**config.mk**
```make
export PLATFORM = sky130hd
export DESIGN_NAME = array_priority_queue
export DESIGN_NICKNAME = d
export VERILOG_FILES = /design/src/rtl/apq_pkg.sv /design/src/rtl/array_priority_queue.sv /design/src/rtl/apq_ram.sv /design/src/rtl/apq_scan.sv
export SDC_FILE = /design/constraint.sdc
export NUM_CORES = 1
export LEC_CHECK = 0
export ABC_AREA = 1
export BUFFER_PORTS_ARGS = -buffer_cell sky130_fd_sc_hd__buf_4
export CORE_MARGIN = 2
export CORE_UTILIZATION = 45
export CTS_CLUSTER_SIZE = 12
export DETAILED_ROUTE_END_ITERATION = 8
export MAX_ROUTING_LAYER = met4
export PLACE_DENSITY = 0.71
export SKIP_LAST_GASP = 1
export SLEW_MARGIN = 20
export SYNTH_ARGS = -nofsm -noshare
export SYNTH_HDL_FRONTEND = slang
export SYNTH_HIERARCHICAL = 1
export SYNTH_SLANG_ARGS = --single-unit
export TNS_END_PERCENT = 50
```
**constraint.sdc**
```tcl
create_clock -name i_clk -period 6.6 [get_ports i_clk]
set_input_delay 0.66 -clock i_clk [delete_from_list [all_inputs] [get_ports i_clk]]
set_output_delay 0.66 -clock i_clk [all_outputs]
set_load 0.005 [all_outputs]
```
**src/rtl/apq_pkg.sv**
```systemverilog
// Shared types and constants for the array priority queue.
// Depends on nothing; the top level, the compare unit and the testbench import it.
package apq_pkg;

    localparam int APQ_CAPACITY      = 16;
    localparam int APQ_PAYLOAD_BITS  = 16;
    localparam int APQ_PRIORITY_BITS = 8;
    localparam int APQ_OCC_BITS      = 5;

    typedef enum logic [1:0] {
        CMD_INSERT  = 2'd0,
        CMD_POP_MIN = 2'd1,
        CMD_POP_MAX = 2'd2
    } t_cmd;

    typedef enum logic [1:0] {
        ST_INSERTED  = 2'd0,
        ST_REMOVED   = 2'd1,
        ST_OVERFLOW  = 2'd2,
        ST_UNDERFLOW = 2'd3
    } t_status;

    typedef enum logic [2:0] {
        S_IDLE,
        S_SCAN,
        S_PICK,
        S_SETUP,
        S_SHIFT,
        S_DONE
    } t_state;

    typedef struct packed {
        logic [1:0]                   command;
        logic [APQ_PAYLOAD_BITS-1:0]  payload_in;
        logic [APQ_PRIORITY_BITS-1:0] priority_in;
    } t_apq_in;

    typedef struct packed {
        logic [1:0]                  status;
        logic [APQ_PAYLOAD_BITS-1:0] payload_out;
        logic [APQ_OCC_BITS-1:0]     occupancy;
    } t_apq_out;

    // One stored entry, priority in the upper bits.
    typedef struct packed {
        logic [APQ_PRIORITY_BITS-1:0] prio;
        logic [APQ_PAYLOAD_BITS-1:0]  payload;
    } t_entry;

    // Control from the sequencer to the compare unit.
    typedef struct packed {
        logic vld;
        logic first;
        logic want_max;
    } t_scan_ctl;

endpackage

```
**src/rtl/array_priority_queue.sv**
```systemverilog
// Top level of the array priority queue: sequencer, entry RAM, compare unit.
// Depends on apq_pkg, apq_ram and apq_scan.
//
//  channel   | ports                     | handshake
//  ----------+---------------------------+-----------------------------------
//  command   | start, busy, i_cmd        | taken when start && !busy
//  result    | o_done, o_result          | one-cycle strobe, cannot stall
//
// Insert, overflow and underflow finish in the accept cycle; the result
// word is registered, shows in the cycle after, and busy stays low. A
// remove over n entries reads all n for the compare, settles the pick in
// S_PICK and S_SETUP, shifts the later entries down one per cycle through
// the single RAM port pair, paced by its one read port, and ends in
// S_DONE. A meaningless command code is dropped with no result. Reset
// clears the state, entry count, read tag and result strobe only; RAM
// contents start undefined and are never read before written.
module array_priority_queue #(
    parameter int CAPACITY = apq_pkg::APQ_CAPACITY
) (
    input  logic              i_clk,
    input  logic              i_rst_n,
    input  logic              start,
    input  apq_pkg::t_apq_in  i_cmd,
    output logic              busy,
    output logic              o_done,
    output apq_pkg::t_apq_out o_result
);
    import apq_pkg::*;

    localparam int CW = $clog2(CAPACITY + 1);
    localparam int IW = $clog2(CAPACITY);
    localparam int EW = APQ_PAYLOAD_BITS + APQ_PRIORITY_BITS;
    localparam int OW = APQ_OCC_BITS;

    // Read in flight: which index, and whether it feeds the shift.
    typedef struct packed {
        logic          vld;
        logic          shift;
        logic [IW-1:0] idx;
    } t_rd_tag;

    t_state   r_state, n_state;
    logic [CW-1:0] r_cnt, n_cnt;
    logic [CW-1:0] r_idx, n_idx;
    logic     r_want_max, n_want_max;
    t_rd_tag  r_tag, n_tag;
    logic     r_out_vld, n_out_vld;
    t_apq_out r_out, n_out;

    logic          accept;
    logic [CW-1:0] idx_nx;
    logic          ram_we;
    logic [IW-1:0] ram_waddr;
    t_entry        ram_wdata;
    logic [IW-1:0] ram_raddr;
    logic [EW-1:0] ram_rdata_raw;
    t_entry        ram_rdata;
    t_scan_ctl     scan_ctl;
    logic [IW-1:0] best_idx;
    logic [APQ_PAYLOAD_BITS-1:0] best_payload;

    assign accept    = start && !busy;
    assign idx_nx    = r_idx + CW'(1);
    assign ram_rdata = t_entry'(ram_rdata_raw);

    apq_ram #(
        .WIDTH (EW),
        .DEPTH (CAPACITY)
    ) u_ram (
        .i_clk   (i_clk),
        .i_we    (ram_we),
        .i_waddr (ram_waddr),
        .i_wdata (EW'(ram_wdata)),
        .i_raddr (ram_raddr),
        .o_rdata (ram_rdata_raw)
    );

    assign scan_ctl.vld      = r_tag.vld && !r_tag.shift;
    assign scan_ctl.first    = (r_tag.idx == '0);
    assign scan_ctl.want_max = r_want_max;

    apq_scan #(
        .IW (IW)
    ) u_scan (
        .i_clk          (i_clk),
        .i_ctl          (scan_ctl),
        .i_entry        (ram_rdata),
        .i_idx          (r_tag.idx),
        .o_best_idx     (best_idx),
        .o_best_payload (best_payload)
    );

    always_ff @(posedge i_clk) begin
        if (!i_rst_n) begin
            r_state   <= S_IDLE;
            r_cnt     <= '0;
            r_tag     <= '0;
            r_out_vld <= 1'b0;
        end else begin
            r_state   <= n_state;
            r_cnt     <= n_cnt;
            r_tag     <= n_tag;
            r_out_vld <= n_out_vld;
        end
    end

    always_ff @(posedge i_clk) begin
        r_idx      <= n_idx;
        r_want_max <= n_want_max;
        r_out      <= n_out;
    end

    always_comb begin
        n_state    = r_state;
        n_cnt      = r_cnt;
        n_idx      = r_idx;
        n_want_max = r_want_max;
        n_tag      = '0;
        n_out_vld  = 1'b0;
        n_out      = r_out;
        ram_we     = 1'b0;
        ram_waddr  = r_cnt[IW-1:0];
        ram_wdata  = '0;
        ram_raddr  = r_idx[IW-1:0];

        case (r_state)
            S_IDLE: begin
                if (accept) begin
                    case (i_cmd.command)
                        CMD_INSERT: begin
                            n_out_vld         = 1'b1;
                            n_out.payload_out = '0;
                            if (r_cnt == CW'(CAPACITY)) begin
                                n_out.status    = ST_OVERFLOW;
                                n_out.occupancy = OW'(r_cnt);
                            end else begin
                                // Append at the tail, arrival order kept.
                                ram_we            = 1'b1;
                                ram_waddr         = r_cnt[IW-1:0];
                                ram_wdata.prio    = i_cmd.priority_in;
                                ram_wdata.payload = i_cmd.payload_in;
                                n_cnt             = r_cnt + CW'(1);
                                n_out.status      = ST_INSERTED;
                                n_out.occupancy   = OW'(r_cnt + CW'(1));
                            end
                        end
                        CMD_POP_MIN, CMD_POP_MAX: begin
                            if (r_cnt == '0) begin
                                n_out_vld         = 1'b1;
                                n_out.status      = ST_UNDERFLOW;
                                n_out.payload_out = '0;
                                n_out.occupancy   = '0;
                            end else begin
                                n_want_max = (i_cmd.command == CMD_POP_MAX);
                                n_idx      = '0;
                                n_state    = S_SCAN;
                            end
                        end
                        default: begin
                        end
                    endcase
                end
            end
            S_SCAN: begin
                // Read every held entry once; the compare unit sees each in the cycle after its read.
                ram_raddr = r_idx[IW-1:0];
                n_tag.vld   = 1'b1;
                n_tag.shift = 1'b0;
                n_tag.idx   = r_idx[IW-1:0];
                n_idx       = idx_nx;
                if (idx_nx == r_cnt) begin
                    n_state = S_PICK;
                end
            end
            S_PICK: begin
                // Last entry is compared in this cycle.
                n_state = S_SETUP;
            end
            S_SETUP: begin
                n_idx   = CW'(best_idx);
                n_state = S_SHIFT;
            end
            S_SHIFT: begin
                // Read entry j+1 now, write it to entry j next cycle.
                if (idx_nx < r_cnt) begin
                    ram_raddr   = idx_nx[IW-1:0];
                    n_tag.vld   = 1'b1;
                    n_tag.shift = 1'b1;
                    n_tag.idx   = idx_nx[IW-1:0];
                    n_idx       = idx_nx;
                end else begin
                    n_state = S_DONE;
                end
            end
            S_DONE: begin
                n_cnt             = r_cnt - CW'(1);
                n_out_vld         = 1'b1;
                n_out.status      = ST_REMOVED;
                n_out.payload_out = best_payload;
                n_out.occupancy   = OW'(r_cnt - CW'(1));
                n_state           = S_IDLE;
            end
            default: begin
                n_state = S_IDLE;
            end
        endcase

        // Land a shift read one place lower.
        if (r_tag.vld && r_tag.shift) begin
            ram_we    = 1'b1;
            ram_waddr = r_tag.idx - IW'(1);
            ram_wdata = ram_rdata;
        end
    end

    assign busy     = (r_state != S_IDLE);
    assign o_done   = r_out_vld;
    assign o_result = r_out;

    a_cnt_bound: assert property (@(posedge i_clk) disable iff (!i_rst_n)
        r_cnt <= CW'(CAPACITY))
        else $error("entry count above capacity");

    a_busy_ends_with_word: assert property (@(posedge i_clk) disable iff (!i_rst_n)
        $fell(busy) |-> o_done)
        else $error("remove finished without a result word");

    a_no_write_in_scan: assert property (@(posedge i_clk) disable iff (!i_rst_n)
        (r_state == S_SCAN || r_state == S_PICK) |-> !ram_we)
        else $error("RAM written during the compare pass");

    a_remove_needs_entry: assert property (@(posedge i_clk) disable iff (!i_rst_n)
        (r_state == S_SCAN) |-> (r_cnt != '0))
        else $error("compare pass over an empty store");

    a_removed_count: assert property (@(posedge i_clk) disable iff (!i_rst_n)
        (o_done && o_result.status == ST_REMOVED) |-> (r_cnt != CW'(CAPACITY)))
        else $error("count not lowered after a remove");

endmodule

```
**src/rtl/apq_ram.sv**
```systemverilog
// Generic single-write, single-read RAM with registered read data.
// Depends on nothing.
module apq_ram #(
    parameter int WIDTH = 8,
    parameter int DEPTH = 16
) (
    input  logic                     i_clk,
    input  logic                     i_we,
    input  logic [$clog2(DEPTH)-1:0] i_waddr,
    input  logic [WIDTH-1:0]         i_wdata,
    input  logic [$clog2(DEPTH)-1:0] i_raddr,
    output logic [WIDTH-1:0]         o_rdata
);

    logic [WIDTH-1:0] r_mem [DEPTH];
    logic [WIDTH-1:0] r_rdata;

    always_ff @(posedge i_clk) begin
        if (i_we) begin
            r_mem[i_waddr] <= i_wdata;
        end
        r_rdata <= r_mem[i_raddr];
    end

    assign o_rdata = r_rdata;

endmodule

```
**src/rtl/apq_scan.sv**
```systemverilog
// Compare unit for both min and max removes: tracks the oldest entry holding the extreme priority.
// Depends on apq_pkg.
module apq_scan #(
    parameter int IW = 4
) (
    input  logic                                 i_clk,
    input  apq_pkg::t_scan_ctl                   i_ctl,
    input  apq_pkg::t_entry                      i_entry,
    input  logic [IW-1:0]                        i_idx,
    output logic [IW-1:0]                        o_best_idx,
    output logic [apq_pkg::APQ_PAYLOAD_BITS-1:0] o_best_payload
);
    import apq_pkg::*;

    logic [APQ_PRIORITY_BITS-1:0] r_best_prio;
    logic [APQ_PAYLOAD_BITS-1:0]  r_best_payload;
    logic [IW-1:0]                r_best_idx;
    logic                         take;

    // Strict compare keeps the older entry on a tie.
    always_comb begin
        if (i_ctl.first) begin
            take = 1'b1;
        end else if (i_ctl.want_max) begin
            take = i_entry.prio > r_best_prio;
        end else begin
            take = i_entry.prio < r_best_prio;
        end
    end

    always_ff @(posedge i_clk) begin
        if (i_ctl.vld && take) begin
            r_best_prio    <= i_entry.prio;
            r_best_payload <= i_entry.payload;
            r_best_idx     <= i_idx;
        end
    end

    assign o_best_idx     = r_best_idx;
    assign o_best_payload = r_best_payload;

endmodule

```
==> flow_summary.toml <==
[yosys]
yosys_warnings = 6
synth.distinct_cells = 31
async_reset_ff_share_pct = 0
ys_ff_latch = 480
syn_inst = 2033
ys.flop_type = "edfxtp_1"
netlist_area_um2 = 20800
syn-num-nets = 2084
synth_edf_count = 441
syn_avg_cell_area_um2 = 10.2
yosysSeqAreaShare_pct = 67.5

[drt]
first_pass_iters = 6
route.detailed.drc = 0
met2_length_mm = 23.4
via_per_inst = 5.17
wl_mm = 49.1
met1Wirelength_mm = 19.9
drt_iter0_drc = 1757
vias = 14000
top_layer_used = "met4"
dr_wl_met3_mm = 4.17
ant_nets = 0
drt-wirelength-per-cell_um = 18.1

[power]
ir_worst_vdd_uv = 193
p_per_area_nw_per_um2 = 296
p_leak_uw = 0.00990

[die]
fp-row-count = 78
die_x_um = 219
io_pins = 54
die_y_um = 219
initial_utilization_pct = 45.7
die-area_um2 = 47900
core_area_um2 = 45500

[clock_tree]
numCtsBuffers = 47
clock-sinks = 480
cts.repair.resized = 0
cts_tree = "yes"
clk_latency_ns = 0.56
cts_buffer_depth = 3
hold_buffers = 0
cts_root_buf = "clkbuf_16"
postCtsSetupBuffers = 0
cts.clk_slew.worst_paths_ns = 0.06
htreeDepth = 2

[cells_and_area]
layout-drive-gt1-share_pct = 7.97
areaGrowthSynthToFinish_pct = 12.1
antenna_cells = 0
nFillCells = 3887
fin_area_um2 = 23300
regArea_um2 = 14000
nets = 2121
multi_input_area_um2 = 5110

[sta]
rsz0062_at_grt = "false"
worstMarginPinSlew_ns = 1.21
setup_viol = 0
period_minus_slack_ns = 4.37
finalSetupTns_ns = 0
relSlewSlack_pct = 19.3
hold_viol = 0
final.setup_skew_ns = 0.0170
drv_slew = 0
fmax_mhz = 229
timing.final.crit_share_pct = 66.2

[global_route]
grt_use_total_pct = 21.2
grt_overflow = 0
antenna_found_initial = 0
grt_max_degree = 193
grt_pass1_wl_mm = 74.7
grt_pass1_vias = 13300

[critical_path]
cp_slowest_cell = "buf_4"
slowest_delay_ns = 0.87
crit_type = "reg -> reg"
worst-endpoint-arrival_ns = 4.86
crit_family = "buffers and inverters"
critical_path_buf_inv_count = 4
crit_required_ns = 7.09
r2r-start = "r_idx[0]"
cp-end-kind = "flop"
crit_start = "r_idx[0]"
timing.critical_path.cells = "ha_1, nand3_1, xor2_1, inv_1, ha_1, nand2_1, nor2_1, nand2_1, nand4_4, inv_1, nand2_1, nand2_4, inv_2, buf_4, nand3_1, nand3_1, nand3_1, nand2_1"
worstPathMaxFanout = 77
startpoint_type = "flop"

[placement]
placed_area_um2 = 21800
port_buffers = 53
hpwlAfterDp_mm = 25.5
place.gp.congestion = 0.799

[flow_run]
drv_cap = 0

[worst_hold_path]
hp-class = "in -> reg"
hp-start = "i_rst_n"

[outcome]
status = "completed"
## final timing paths
| check | endpoint | slack [ns] | cells past startpoint |
|---|---|---|---|
| min reg2reg | u_scan/o_best_payload[6] | 0.43 | 0 |
| max | u_ram/o_rdata[1] | 2.23 | 18 |
| max reg2reg | u_ram/o_rdata[1] | 2.23 | 18 |
| min | r_state[0] | 0.41 | 3 |
## stage by stage
step	hold slack [ns]	worst slack [ns]	power (uW)	cells	utilization (%)
after floorplan	0.408	3.59	4180	2033	-
after global placement	0.412	2.46	4450	2616	47.8
after detailed placement	0.414	2.28	4480	2616	47.8
after CTS	0.381	2.26	6930	2703	50.9
after global routing	0.402	1.88	7160	2708	51.2
final	0.408	2.23	6890	2708	51.2
## cells by family (layout without fill, tap and decap cells)
group                      count (synthesis)  after routing  synth area share (%)
and+or+nand+nor                         1033           1033                  21.0
DFF                                      480            480                  67.5
buffers and inverters                    444            519                  8.66
AOI/OAI and AO/OA                         47             47                  1.18
adders and majority gates                 22             22                  1.33
xor gates and xnor gates                   7              7                 0.295
## sequential cells by signal (all words and copies together), names as in the netlist
name / flops
o_done: 1
o_result: 23
r_cnt: 5
r_idx: 5
r_state: 3
r_tag: 6
r_want_max: 1
u_ram/o_rdata: 24
u_ram/r_mem: 384
u_scan/o_best_idx: 4
u_scan/o_best_payload: 16
u_scan/r_best_prio: 8
## cells in the final DEF (no fill, tap or decap), types with 4 or more instances in the layout
cell / synthesis / final
clkbuf_16: 0 / 48
buf_4: 15 / 69
nand3_1: 328 / 327
nor2_2: 3 / 4
nor2_1: 66 / 49
dfxtp_1: 39 / 39
inv_1: 352 / 351
clkbuf_1: 14 / 31
nand3_2: 3 / 4
o21ai_0: 24 / 23
a21oi_1: 18 / 16
clkbuf_8: 0 / 4
ha_1: 22 / 22
xor2_1: 7 / 7
nand2_1: 621 / 619
nor2_4: 2 / 18
edfxtp_1: 441 / 441
## worst register-to-register path, cell delays in order, from the launching register on
cell,delay (ns)
edfxtp_1,0.47
ha_1,0.27
nand3_1,0.10
xor2_1,0.19
inv_1,0.07
ha_1,0.32
nand2_1,0.06
nor2_1,0.15
nand2_1,0.12
nand4_4,0.16
inv_1,0.11
nand2_1,0.13
nand2_4,0.26
inv_2,0.48
buf_4,0.88
nand3_1,0.20
nand3_1,0.12
nand3_1,0.11
nand2_1,0.11
## power breakdown
part	switching (uW)	internal, uW
registers	67.9	3450
clock network	1060	1400
logic	629	284
total	1760	5130
## layout make-up
class	count	share of cell area, %
timing repair buffer	75	2.84
sequential	480	60.2
clock buffer	83	5.89
clock inverter	4	0.150
multi-input combinational	1109	21.9
tap	600	3.22
inverter	357	5.76
## routing by layer
metal  global-route usage (%)  up-vias
met5                        -        -
met2                     34.5      688
met1                     26.9     6548
li1                         -     6645
met3                     3.13      119
met4                     8.54        0
## synthesized netlist by cell type, types with 2 or more instances
library cell,n,area (um^2)
inv_1,352,1320
xor2_1,7,61.3
nor2_4,2,22.5
nor2_1,66,248
nor2_2,3,18.8
o21ai_0,24,120
buf_6,2,22.5
edfxtp_1,441,13200
dfxtp_1,39,781
buf_2,48,240
nand3_2,3,30.0
ha_1,22,275
inv_2,3,11.3
clkbuf_1,14,52.6
a21oi_1,18,90.1
buf_4,15,113
clkinv_1,2,7.51
nand3_1,328,1640
nand3b_1,2,15.0
buf_1,8,30.0
and2_1,2,12.5
nand2_1,621,2330
nor3_1,3,15.0
Power figures use the tool's default switching activity.
